**src/hw/rtl/assert_macros.svh**
```systemverilog
// Assertion helpers shared by the window sender modules.
`ifndef ASSERT_MACROS_SVH
`define ASSERT_MACROS_SVH

// Checks a property on every rising clock edge outside reset.
`define SRSW_ASSERT(label, clk, rst_n, prop, msg) \
  label: assert property (@(posedge clk) disable iff (!rst_n) (prop)) else $error(msg);

// Checks that a condition never holds outside reset.
`define SRSW_NEVER(label, clk, rst_n, cond, msg) \
  label: assert property (@(posedge clk) disable iff (!rst_n) !(cond)) else $error(msg);

`endif

```
**src/hw/rtl/srsw_pkg.sv**
```systemverilog
`timescale 1ns / 1ps
// ----------------------------------------------------------------------------
// Window sender package
// Codes, field widths and the structs passed between the sender modules.
// ----------------------------------------------------------------------------
package srsw_pkg;

  localparam int OP_W     = 3;
  localparam int SLOT_W   = 3;
  localparam int LEN_W    = 10;
  localparam int OFFSET_W = 32;
  localparam int TIMER_W  = 8;

  localparam logic [OP_W-1:0] OP_LOAD  = 3'd0;
  localparam logic [OP_W-1:0] OP_END   = 3'd1;
  localparam logic [OP_W-1:0] OP_TICK  = 3'd2;
  localparam logic [OP_W-1:0] OP_ACK   = 3'd3;
  localparam logic [OP_W-1:0] OP_FORCE = 3'd4;

  localparam logic [2:0] KIND_ASSIGNED = 3'd0;
  localparam logic [2:0] KIND_REJECTED = 3'd1;
  localparam logic [2:0] KIND_SEND     = 3'd2;
  localparam logic [2:0] KIND_FREED    = 3'd3;
  localparam logic [2:0] KIND_COMPLETE = 3'd4;

  typedef struct packed {
    logic [2:0]          kind;
    logic [SLOT_W-1:0]   slot;
    logic [OFFSET_W-1:0] offset;
    logic [LEN_W-1:0]    byte_count;
    logic                last;
  } result_t;

  // Write request into the per-slot timer and length store.
  typedef struct packed {
    logic               timer_we;
    logic               len_we;
    logic [SLOT_W-1:0]  addr;
    logic [TIMER_W-1:0] timer;
    logic [LEN_W-1:0]   length;
  } slot_wr_t;

endpackage

```
**src/hw/rtl/srsw_timer_alu.sv**
```systemverilog
`timescale 1ns / 1ps
// ----------------------------------------------------------------------------
// Shared timer unit
// One 8-bit increment/decrement with an expiry test, used for slot timers
// during a scan and for the shared seed on loads and acks.
// ----------------------------------------------------------------------------
module srsw_timer_alu (
  input  logic [srsw_pkg::TIMER_W-1:0] a,
  input  logic                         dec,
  output logic [srsw_pkg::TIMER_W-1:0] y,
  output logic                         due
);

  assign y   = dec ? (a - srsw_pkg::TIMER_W'(1)) : (a + srsw_pkg::TIMER_W'(1));
  // A timer is due once it has reached zero or gone negative.
  assign due = (a == '0) || a[srsw_pkg::TIMER_W-1];

endmodule

```
**src/hw/rtl/srsw_slot_store.sv**
```systemverilog
`timescale 1ns / 1ps
// ----------------------------------------------------------------------------
// Slot store
// Timer and payload length of each window slot, one write and one read
// address per cycle.
// ----------------------------------------------------------------------------
module srsw_slot_store #(
  parameter int SLOTS = 8
) (
  input  logic                         clk,
  input  srsw_pkg::slot_wr_t           wr,
  input  logic [srsw_pkg::SLOT_W-1:0]  rd_addr,
  output logic [srsw_pkg::TIMER_W-1:0] rd_timer,
  output logic [srsw_pkg::LEN_W-1:0]   rd_length
);

  localparam int AW = (SLOTS > 1) ? $clog2(SLOTS) : 1;

  logic [srsw_pkg::TIMER_W-1:0] timer_r [SLOTS];
  logic [srsw_pkg::LEN_W-1:0]   len_r   [SLOTS];

  always_ff @(posedge clk) begin
    if (wr.timer_we) begin
      timer_r[wr.addr[AW-1:0]] <= wr.timer;
    end
    if (wr.len_we) begin
      len_r[wr.addr[AW-1:0]] <= wr.length;
    end
  end

  assign rd_timer  = timer_r[rd_addr[AW-1:0]];
  assign rd_length = len_r[rd_addr[AW-1:0]];

endmodule

```
**src/hw/rtl/srsw_out_buf.sv**
```systemverilog
`timescale 1ns / 1ps
// ----------------------------------------------------------------------------
// Result buffer
// Two-entry queue between the sequencer and the result stream, so results
// keep flowing while the sequencer moves on.
// ----------------------------------------------------------------------------
`include "assert_macros.svh"

module srsw_out_buf (
  input  logic              clk,
  input  logic              rst_n,
  input  logic              push,
  input  srsw_pkg::result_t push_data,
  output logic              full,
  output logic              out_valid,
  input  logic              out_ready,
  output srsw_pkg::result_t out_data
);

  srsw_pkg::result_t ent_r [2];
  logic       wr_ptr_r, wr_ptr_nxt;
  logic       rd_ptr_r, rd_ptr_nxt;
  logic [1:0] cnt_r, cnt_nxt;
  logic       pop;

  assign full      = (cnt_r == 2'd2);
  assign out_valid = (cnt_r != 2'd0);
  assign out_data  = ent_r[rd_ptr_r];
  assign pop       = out_valid && out_ready;

  always_comb begin
    wr_ptr_nxt = wr_ptr_r;
    rd_ptr_nxt = rd_ptr_r;
    cnt_nxt    = cnt_r;
    if (push) begin
      wr_ptr_nxt = ~wr_ptr_r;
    end
    if (pop) begin
      rd_ptr_nxt = ~rd_ptr_r;
    end
    if (push && !pop) begin
      cnt_nxt = cnt_r + 2'd1;
    end else if (pop && !push) begin
      cnt_nxt = cnt_r - 2'd1;
    end
  end

  always_ff @(posedge clk) begin
    if (!rst_n) begin
      wr_ptr_r <= 1'b0;
      rd_ptr_r <= 1'b0;
      cnt_r    <= 2'd0;
    end else begin
      wr_ptr_r <= wr_ptr_nxt;
      rd_ptr_r <= rd_ptr_nxt;
      cnt_r    <= cnt_nxt;
    end
  end

  always_ff @(posedge clk) begin
    if (push) begin
      ent_r[wr_ptr_r] <= push_data;
    end
  end

  `SRSW_NEVER(a_no_push_full, clk, rst_n, push && full, "result pushed into full buffer")
  `SRSW_ASSERT(a_cnt_range, clk, rst_n, cnt_r != 2'd3, "result buffer count out of range")

endmodule

```
**src/hw/rtl/selective_repeat_send_window_top.sv**
```systemverilog
`timescale 1ns / 1ps
// ----------------------------------------------------------------------------
// Selective-repeat send window
// Sender side of a retransmit window: load, end of data, tick, ack and force
// commands in; slot assignments, resends, frees and completion out.
// ----------------------------------------------------------------------------
// The block takes one command word at a time and drops in_tready until that
// command has run to its end. Load, end of data, ack and force pass through
// the exec, finish and flush states before in_tready rises again; a tick also
// passes a scan state, in which the one shared timer unit visits the slot
// timers one per cycle while the result stage can take a result. Results
// leave through a two-entry buffer; a full buffer with out_tready low stalls
// the command. The last result of each command carries out_tlast.
`include "assert_macros.svh"

module selective_repeat_send_window_top #(
  parameter int SLOTS       = 8,
  parameter int MAX_PAYLOAD = 1020
) (
  input  logic        clk,
  input  logic        rst_n,
  input  logic        in_tvalid,
  output logic        in_tready,
  input  logic [15:0] in_tdata,  // [9:0] payload_length, [12:10] slot_index, rest zero
  input  logic [2:0]  in_tuser,  // [2:0] opcode
  output logic        out_tvalid,
  input  logic        out_tready,
  output logic [47:0] out_tdata, // [2:0] slot, [34:3] offset, [44:35] byte_count, rest zero
  output logic [2:0]  out_tuser, // [2:0] kind
  output logic        out_tlast
);

  localparam int AW = (SLOTS > 1) ? $clog2(SLOTS) : 1;

  localparam logic [2:0] S_IDLE  = 3'd0;
  localparam logic [2:0] S_EXEC  = 3'd1;
  localparam logic [2:0] S_SCAN  = 3'd2;
  localparam logic [2:0] S_FIN   = 3'd3;
  localparam logic [2:0] S_FLUSH = 3'd4;

  logic [2:0] state_r, state_nxt;

  logic [srsw_pkg::OP_W-1:0]     op_r, op_nxt;
  logic [srsw_pkg::LEN_W-1:0]    len_r, len_nxt;
  logic [srsw_pkg::SLOT_W-1:0]   idx_r, idx_nxt;
  logic [srsw_pkg::SLOT_W-1:0]   scan_r, scan_nxt;
  logic [SLOTS-1:0]              free_map_r, free_map_nxt;
  logic [srsw_pkg::TIMER_W-1:0]  seed_r, seed_nxt;
  logic [srsw_pkg::OFFSET_W-1:0] offset_r, offset_nxt;
  logic                          ended_r, ended_nxt;
  logic                          fin_r, fin_nxt;
  logic                          pend_v_r, pend_v_nxt;
  srsw_pkg::result_t             pend_r, pend_nxt;

  srsw_pkg::slot_wr_t           wr;
  logic [srsw_pkg::SLOT_W-1:0]  rd_addr;
  logic [srsw_pkg::TIMER_W-1:0] rd_timer;
  logic [srsw_pkg::LEN_W-1:0]   rd_length;

  logic [srsw_pkg::TIMER_W-1:0] alu_a;
  logic                         alu_dec;
  logic [srsw_pkg::TIMER_W-1:0] alu_y;
  logic                         alu_due;

  logic              push;
  srsw_pkg::result_t push_data;
  logic              buf_full;
  srsw_pkg::result_t out_res;

  logic                        can_emit;
  logic                        emit_v;
  srsw_pkg::result_t           emit_d;
  logic                        idx_ok;
  logic [srsw_pkg::SLOT_W-1:0] free_slot;
  logic [srsw_pkg::LEN_W-1:0]  len_sat;

  assign in_tready = (state_r == S_IDLE);
  assign can_emit  = !pend_v_r || !buf_full;
  assign idx_ok    = ({1'b0, idx_r} < 4'(SLOTS));
  assign len_sat   = (32'(len_r) > 32'(MAX_PAYLOAD)) ? srsw_pkg::LEN_W'(MAX_PAYLOAD) : len_r;
  assign rd_addr   = (state_r == S_SCAN) ? scan_r : idx_r;

  // Lowest free slot; only used when at least one slot is free.
  always_comb begin
    free_slot = '0;
    for (int i = SLOTS - 1; i >= 0; i--) begin
      if (free_map_r[i]) begin
        free_slot = srsw_pkg::SLOT_W'(i);
      end
    end
  end

  srsw_timer_alu u_alu (
    .a   (alu_a),
    .dec (alu_dec),
    .y   (alu_y),
    .due (alu_due)
  );

  srsw_slot_store #(.SLOTS(SLOTS)) u_store (
    .clk       (clk),
    .wr        (wr),
    .rd_addr   (rd_addr),
    .rd_timer  (rd_timer),
    .rd_length (rd_length)
  );

  always_comb begin
    state_nxt    = state_r;
    op_nxt       = op_r;
    len_nxt      = len_r;
    idx_nxt      = idx_r;
    scan_nxt     = scan_r;
    free_map_nxt = free_map_r;
    seed_nxt     = seed_r;
    offset_nxt   = offset_r;
    ended_nxt    = ended_r;
    fin_nxt      = fin_r;
    pend_v_nxt   = pend_v_r;
    pend_nxt     = pend_r;
    wr           = '0;
    alu_a        = seed_r;
    alu_dec      = 1'b0;
    push         = 1'b0;
    push_data    = pend_r;
    emit_v       = 1'b0;
    emit_d       = '0;

    unique case (state_r)
      S_IDLE: begin
        if (in_tvalid) begin
          op_nxt    = in_tuser;
          len_nxt   = in_tdata[9:0];
          idx_nxt   = in_tdata[12:10];
          state_nxt = S_EXEC;
        end
      end
      S_EXEC: begin
        alu_dec = (op_r == srsw_pkg::OP_ACK);
        if (can_emit) begin
          state_nxt = S_FIN;
          unique case (op_r)
            srsw_pkg::OP_LOAD: begin
              if (ended_r || (free_map_r == '0)) begin
                emit_v      = 1'b1;
                emit_d.kind = srsw_pkg::KIND_REJECTED;
              end else begin
                wr.timer_we = 1'b1;
                wr.len_we   = 1'b1;
                wr.addr     = free_slot;
                wr.timer    = seed_r;
                wr.length   = len_sat;
                seed_nxt    = alu_y;
                free_map_nxt[free_slot[AW-1:0]] = 1'b0;
                emit_v            = 1'b1;
                emit_d.kind       = srsw_pkg::KIND_ASSIGNED;
                emit_d.slot       = free_slot;
                emit_d.offset     = offset_r;
                emit_d.byte_count = len_sat;
                offset_nxt = offset_r + srsw_pkg::OFFSET_W'(len_sat);
              end
            end
            srsw_pkg::OP_END: begin
              ended_nxt = 1'b1;
            end
            srsw_pkg::OP_TICK: begin
              scan_nxt  = '0;
              state_nxt = S_SCAN;
            end
            srsw_pkg::OP_ACK: begin
              if (idx_ok) begin
                seed_nxt = alu_y;
                if (!free_map_r[idx_r[AW-1:0]]) begin
                  free_map_nxt[idx_r[AW-1:0]] = 1'b1;
                  emit_v            = 1'b1;
                  emit_d.kind       = srsw_pkg::KIND_FREED;
                  emit_d.slot       = idx_r;
                  emit_d.byte_count = rd_length;
                end
              end
            end
            srsw_pkg::OP_FORCE: begin
              if (idx_ok) begin
                wr.timer_we = 1'b1;
                wr.addr     = idx_r;
                wr.timer    = '0;
              end
            end
            default: begin
            end
          endcase
        end
      end
      S_SCAN: begin
        alu_a   = rd_timer;
        alu_dec = 1'b1;
        if (can_emit) begin
          if (!free_map_r[scan_r[AW-1:0]]) begin
            wr.timer_we = 1'b1;
            wr.addr     = scan_r;
            if (alu_due) begin
              wr.timer          = seed_r;
              emit_v            = 1'b1;
              emit_d.kind       = srsw_pkg::KIND_SEND;
              emit_d.slot       = scan_r;
              emit_d.byte_count = rd_length;
            end else begin
              wr.timer = alu_y;
            end
          end
          scan_nxt = scan_r + srsw_pkg::SLOT_W'(1);
          if (scan_r == srsw_pkg::SLOT_W'(SLOTS - 1)) begin
            state_nxt = S_FIN;
          end
        end
      end
      S_FIN: begin
        if (can_emit) begin
          if (ended_r && !fin_r && (&free_map_r)) begin
            fin_nxt     = 1'b1;
            emit_v      = 1'b1;
            emit_d.kind = srsw_pkg::KIND_COMPLETE;
          end
          state_nxt = S_FLUSH;
        end
      end
      S_FLUSH: begin
        if (!pend_v_r) begin
          state_nxt = S_IDLE;
        end else if (!buf_full) begin
          push           = 1'b1;
          push_data.last = 1'b1;
          pend_v_nxt     = 1'b0;
          state_nxt      = S_IDLE;
        end
      end
      default: begin
        state_nxt = S_IDLE;
      end
    endcase

    // A new result pushes out the held one, which therefore was not the last.
    if (emit_v) begin
      if (pend_v_r) begin
        push           = 1'b1;
        push_data.last = 1'b0;
      end
      pend_nxt   = emit_d;
      pend_v_nxt = 1'b1;
    end
  end

  always_ff @(posedge clk) begin
    if (!rst_n) begin
      state_r    <= S_IDLE;
      free_map_r <= '1;
      seed_r     <= '0;
      offset_r   <= '0;
      ended_r    <= 1'b0;
      fin_r      <= 1'b0;
      pend_v_r   <= 1'b0;
    end else begin
      state_r    <= state_nxt;
      free_map_r <= free_map_nxt;
      seed_r     <= seed_nxt;
      offset_r   <= offset_nxt;
      ended_r    <= ended_nxt;
      fin_r      <= fin_nxt;
      pend_v_r   <= pend_v_nxt;
    end
  end

  always_ff @(posedge clk) begin
    op_r   <= op_nxt;
    len_r  <= len_nxt;
    idx_r  <= idx_nxt;
    scan_r <= scan_nxt;
    pend_r <= pend_nxt;
  end

  srsw_out_buf u_out (
    .clk       (clk),
    .rst_n     (rst_n),
    .push      (push),
    .push_data (push_data),
    .full      (buf_full),
    .out_valid (out_tvalid),
    .out_ready (out_tready),
    .out_data  (out_res)
  );

  assign out_tdata = {3'b000, out_res.byte_count, out_res.offset, out_res.slot};
  assign out_tuser = out_res.kind;
  assign out_tlast = out_res.last;

  `SRSW_NEVER(a_idle_no_pend, clk, rst_n, (state_r == S_IDLE) && pend_v_r, "held result left behind")
  `SRSW_ASSERT(a_fin_needs_end, clk, rst_n, !fin_r || ended_r, "completion without end of data")
  `SRSW_ASSERT(a_scan_on_tick, clk, rst_n, (state_r != S_SCAN) || (op_r == srsw_pkg::OP_TICK), "scan outside a tick")
  `SRSW_ASSERT(a_fin_once, clk, rst_n, $past(fin_r) |-> fin_r, "completion flag cleared")

endmodule

```
**config.mk**
```make
export PLATFORM = sky130hd
export DESIGN_NAME = selective_repeat_send_window_top
export DESIGN_NICKNAME = d
export VERILOG_FILES = /design/src/hw/rtl/srsw_pkg.sv /design/src/hw/rtl/srsw_timer_alu.sv /design/src/hw/rtl/srsw_slot_store.sv /design/src/hw/rtl/srsw_out_buf.sv /design/src/hw/rtl/selective_repeat_send_window_top.sv
export VERILOG_INCLUDE_DIRS = /design/src /design/src/hw/rtl
export SDC_FILE = /design/constraint.sdc
export NUM_CORES = 1
export LEC_CHECK = 0
export BUFFER_PORTS_ARGS = -buffer_cell sky130_fd_sc_hd__buf_2
export CORE_MARGIN = 5
export CORE_UTILIZATION = 30
export DETAILED_ROUTE_END_ITERATION = 12
export GPL_TIMING_DRIVEN = 0
export HOLD_SLACK_MARGIN = 0.06
export PLACE_DENSITY = 0.49
export SYNTH_ARGS = -nofsm -noshare
export SYNTH_HDL_FRONTEND = slang
export SYNTH_SLANG_ARGS = --single-unit
```
**constraint.sdc**
```tcl
create_clock -name clk -period 7.36 [get_ports clk]
set_clock_uncertainty 0.1 [all_clocks]
set_input_delay 0 -clock clk [delete_from_list [all_inputs] [get_ports clk]]
set_output_delay 0 -clock clk [all_outputs]
set_load 0.02 [all_outputs]
```
# == Word level (Yosys, flattened, before mapping) ==
# Memories as Yosys holds them, arrays and structs flattened. A register that Yosys moved wholly into a read port is not among the register bits.
# Cells that the tools add are included.
# word_totals
reg_bits,125
mem_bits_rw,242
memories,3
# op_classes
n_reduce_logical,34
addsub,6
order_cmp,6
n_mux,103
eq_ne,19
bitwise_logic,9
# memory_table
name,words,width,read_ports,rd_ports_with_merged_regs,wr,line_no,rtl
u_out.ent_r,2,49,1,1,1,srsw_out_buf.sv:20,srsw_pkg::result_t ent_r [2];
u_store.len_r,8,10,1,0,1,srsw_slot_store.sv:20,logic [srsw_pkg::LEN_W-1:0] len_r [SLOTS];
u_store.timer_r,8,8,1,0,1,srsw_slot_store.sv:19,logic [srsw_pkg::TIMER_W-1:0] timer_r [SLOTS];
# ops
operator,n
10-bit two-way mux,7
3-bit two-way mux,21
48-bit two-way mux,1
8-bit two-way mux,6
23-bit two-way mux,2
45-bit two-way mux,1
11-bit case mux with 2 select lines,2
10-bit case mux with 2 select lines,2
1-bit two-way mux,36
32-bit by 10-bit adder with 32-bit output,1
32-bit two-way mux,1
8-bit case mux with 2 select lines,2
11-bit two-way mux,2
5-bit two-way mux,4
8-bit zero test,2
3-bit case mux with 5 select lines,1
"3-bit by 2-bit equality test with 1-bit output, second input constant",4
"3-bit by 4-bit less-than comparator with 1-bit output, second input constant",3
"2-bit inequality test, second input constant",6
3-bit case mux with 2 select lines,2
6-bit case mux with 2 select lines,1
4-bit AND reduction,3
"10-bit greater-than comparator, second input constant",1
2-bit nonzero test,5
31 further kinds,61

# == Depth between registers and ports, before layout ==
# logic_depth
depth_word,16
ltp_mapped,17
mapped_depth_nobuf,14

# == Modules after synthesis ==
# Synthesis repeated with hierarchy kept, for this count alone.
# unflattened
hier_cells,1041
hier_area_um2,16002.8
# by_module_without_submodules
module,area_each_um2,instances,cells_each
selective_repeat_send_window_top,6284.8,1,593
srsw_slot_store,5646.7,1,231
srsw_out_buf,3748.6,1,174
srsw_timer_alu,322.8,1,43

# == Worst setup path before layout ==
# Ideal clock, no wire load.
# synth_path
path_type,reg-to-reg
startpoint,register state_r[0]
endpoint,memory u_out.ent_r[0][0] (netlist name) (enable)
stages_incl_launch_ff,11
n_path_buf,3
period_less_slack_ns,7.565
t_arrival_ns,6.888
setup_slack_ns,-0.205
required_ns,6.683
path_cell_list,dfxtp_1 buf_6 or3b_1 buf_6 a21oi_4 buf_6 mux2i_1 mux2i_1 o41ai_2 a31oi_1 nor4_1
# synth_via
elab_chain_cells,13
word_cells_on_any_way,18
classes_between,4 x eq/ne; 11 x mux; 2 x reduce/logical; 1 x memory
# synth_rtl
item,line_no,rtl
start: declaration,selective_repeat_send_window_top.sv:41,"logic [2:0] state_r, state_nxt;"
start signal: assignment,selective_repeat_send_window_top.sv:263,state_r <= state_nxt;
3-bit by 2-bit equality test with 1-bit output,"selective_repeat_send_window_top.sv:81, selective_repeat_send_window_top.sv:129",
3-bit two-way mux,selective_repeat_send_window_top.sv:81,assign rd_addr = (state_r == S_SCAN) ? scan_r : idx_r;
memory read 8 x 8 bit,-,
8-bit two-way mux,selective_repeat_send_window_top.sv:129,unique case (state_r)
8-bit zero test,srsw_timer_alu.sv:16,assign due = (a == '0) || a[srsw_pkg::TIMER_W-1];
1-bit logical OR,srsw_timer_alu.sv:16,
1-bit two-way mux,selective_repeat_send_window_top.sv:201,if (alu_due) begin
1-bit two-way mux,selective_repeat_send_window_top.sv:198,if (!free_map_r[scan_r[AW-1:0]]) begin
1-bit two-way mux,selective_repeat_send_window_top.sv:197,if (can_emit) begin
1-bit case mux with 3 select lines,selective_repeat_send_window_top.sv:129,
1-bit two-way mux (*),selective_repeat_send_window_top.sv:243,if (emit_v) begin
1-bit two-way mux (*),srsw_out_buf.sv:61,if (push) begin
1-bit two-way mux (not written as such) (*),srsw_out_buf.sv:62,ent_r[wr_ptr_r] <= push_data;
end: declaration,srsw_out_buf.sv:20,
# Mark *: on every way between the ends. The rest lies on a longest branch, timed or not.

==> out/qor.txt <==
P&R area growth vs syn = 19.1%
Synth Cell Area = 16000 sq um
port bufs = 69
Setup CP Type = reg2reg
Global Route Usage Sum = 14.1%
Post-synth EDFFs = 309
Final Instance Area = 19000 sq um
Routed Wire Length = 41.1 mm
top cells by area, synth = edfxtp_1, dfxtp_1, nand2_1, mux2_2, nor2_1
crit path launch type = flip-flop
ys flop type = edfxtp_1
worst setup path startpoint = scan_r[1]$_SDFFCE_PP0P_
RD Place Congestion = 0.851
clk sinks = 368
Rel. slew slack = 16.4%
core area = 52700 sq um
largest net degree at the start of global routing = 32
vias = 10348
Syn Inst Count = 1244
hold slack = 92.2 ps
CTS tree = done
# hold bufs at CTS = 33
setup bufs post-CTS = 0
# diodes = 0
syn_area_per_cell = 12.8 sq um
Setup-failing EPs final = 0
Synth cell types = 83
final hold viol count = 0
count leader, synth = edfxtp_1
xor/xnor share of the synthesized area = 1.65%
FF-to-FF path depth = 14
Yosys warning count = 0
die width = 241 microns
Post-Synth Simple-Gate Area = 13.8%
async set-reset flop share out of synthesis = 0%
fin. max-slew vios = 0
first-pass GRT wire length = 62.7 mm
Setup crit end = u_store.timer_r[1][7]$_DFFE_PP_
Iteration-0 DRC Markers = 621
Initial DRT Pass Iterations = 5
Setup crit end kind = flip-flop
H-tree lvl count = 2
synth cell count leaders = edfxtp_1, nand2_1, nor2_1
area leader, netlist = edfxtp_1
reg2reg end = u_store.timer_r[1][7]$_DFFE_PP_
crit-path max FO = 10
fin crit period = 4750 ps
Leak = 6.80 nW
largest family of logic cells by synthesized area = simple AND/OR/NAND/NOR gates
placed instance area = 17300 sq um
Max Cap Viol = 0
share of cells above drive strength 1 = 17.0%
mux contribution to synthesized area = 5.98%
die outline height = 241 microns
CTS resizes = 0
final cycle utilization of the critical path = 64.6%
die area = 57900 sq um
adder-cell area share of the yosys netlist = 1.74%
WL/cell = 19.4 microns
DP Wirelength = 28.3 mm
Final Total Pwr = 0.00563 W
Row Count = 84
worst r2r src = scan_r[1]$_SDFFCE_PP0P_
DRC viols = 0
Starting Density = 30.3%
fin nets = 1444
ANT nets after route = 0
register area share after synthesis = 65.6%
flops & latches, synth = 368
total congestion overflow = 0
Yosys top cell area share = 58.2%
Critical Path RT = 7620 ps
CTS Root Cell = clkbuf_16
CTS Buffer Depth = 3
initial antenna violation count = 0
via/cell ratio = 4.88
vias in the first global route = 10264
status = finished clean
Power Dens Cells = 296 nW/um^2
CP arrival = 5010 ps
VDD IR max = 0.144 mV
Tightest Hold Check Type = in2reg
compound-gate portion of the synthesized area = 8.53%
fmax = 0.210 GHz
Worst-path clk slew = 60 ps
TritonCTS Buffers = 43
slew at the pin closest to its max-slew limit = 1250 ps
FILL cells = 5056
unrepaired setup endpoints after global routing = false
worst skew pair latency = 570 ps
# IOs = 77
setup slack, reg-to-reg = 2610 ps
[layer usage]
layer	vias up	GRT usage, %	share of wire, %
met3	63	2.70	5.1
met4	0	3.97	2.3
met5	-	0	0
li1	4936	-	-
met1	5114	19.9	46
met2	235	22.3	46
[where the power goes]
| part | internal, W | switching [W] | total [W] | leakage [nW] |
|---|---|---|---|---|
| logic | 0.000367 | 0.000685 | 0.00105 | 2.76 |
| registers | 0.00240 | 0.0000634 | 0.00246 | 3.37 |
| clock network | 0.00125 | 0.000862 | 0.00211 | 0.675 |
[layout by cell type (no fill, tap or decap), drive strengths merged, types with 33 or more instances in the layout]
cell         synthesis  final
nand2              153    153
o21ai               39     39
clkbuf              51    109
buf                 24    100
nand3               63     63
dfxtp               59     59
edfxtp             309    309
a21oi               51     51
and3                39     39
nor2                90     90
dlygate4sd3          0     33
mux2                50     50
[flip-flops by register name (all words and copies together), names as in the netlist, 2 cells and up, named ones only]
signal and cells:
free_map_r 8, idx_r 3, len_r 10, offset_r 32
op_r 3, pend_r 48, scan_r 3, seed_r 8
state_r 3, u_out.cnt_r 2, u_out.ent_r 98, u_store.len_r 80
u_store.timer_r 64
[stage by stage]
step / setup WS [ps] / std cells / setup TNS, ps / utilization [%]
3_5_place_dp: 2550 / 2010 / 0 / 32.8
4_1_cts: 2550 / 2121 / 0 / 36.1
6_report: 2610 / 2121 / 0 / 36.1
2_1_floorplan: 1840 / 1246 / 0 / -
3_3_place_gp: -699 / 2003 / -33440 / 32.6
5_1_grt: 2240 / 2121 / 0 / 36.1
[kinds of logic (layout without fill, tap and decap cells)]
| kind of cell | count (synthesis) | in the layout |
|---|---|---|
| AND/OR/NAND/NOR | 451 | 451 |
| AO/OA/AOI/OAI | 193 | 193 |
| XOR/XNOR | 30 | 30 |
| multiplexers | 79 | 79 |
| buffers and inverters | 101 | 288 |
| flip-flops | 368 | 368 |
| other | 1 | 3 |
| adder cells (fa/ha/maj) | 21 | 21 |
[worst max-delay path, cell delays in order, from the launching register on]
cell      delay (ps)
edfxtp_1         340
buf_2            300
buf_2            340
buf_1            570
mux2i_1          410
mux2i_1          180
o21ai_0          380
ha_1             310
a31o_2           230
a21oi_1          140
o21ai_0          150
a31oi_1          270
o21ai_0          210
xnor2_1          250
a22o_1           350
[cell type report]
type	count	area, sq um	share of cell area, %
Sequential cell	368	10500	55.0
Tap cell	688	861	4.53
Timing Repair Buffer	109	772	4.06
Inverter	26	97.6	0.513
Buffer	75	334	1.76
Clock buffer	58	1150	6.06
Multi-Input combinational cell	777	5090	26.8
Clock inverter	20	238	1.25
[worst min path at each step]
stage	from	endpoint	slack [ps]	depth (start not counted)
after floorplan	in_tdata[10]	idx_r[0]$_DFFE_PP_	-1	0
after global placement	in_tuser[2]	op_r[2]$_DFFE_PP_	80	1
after detailed placement	in_tdata[12]	idx_r[2]$_DFFE_PP_	80	1
after CTS	in_tdata[9]	len_r[9]$_DFFE_PP_	70	2
after global routing	in_tdata[1]	len_r[1]$_DFFE_PP_	80	2
final	in_tdata[9]	len_r[9]$_DFFE_PP_	90	2
Power figures use the tool's default switching activity.
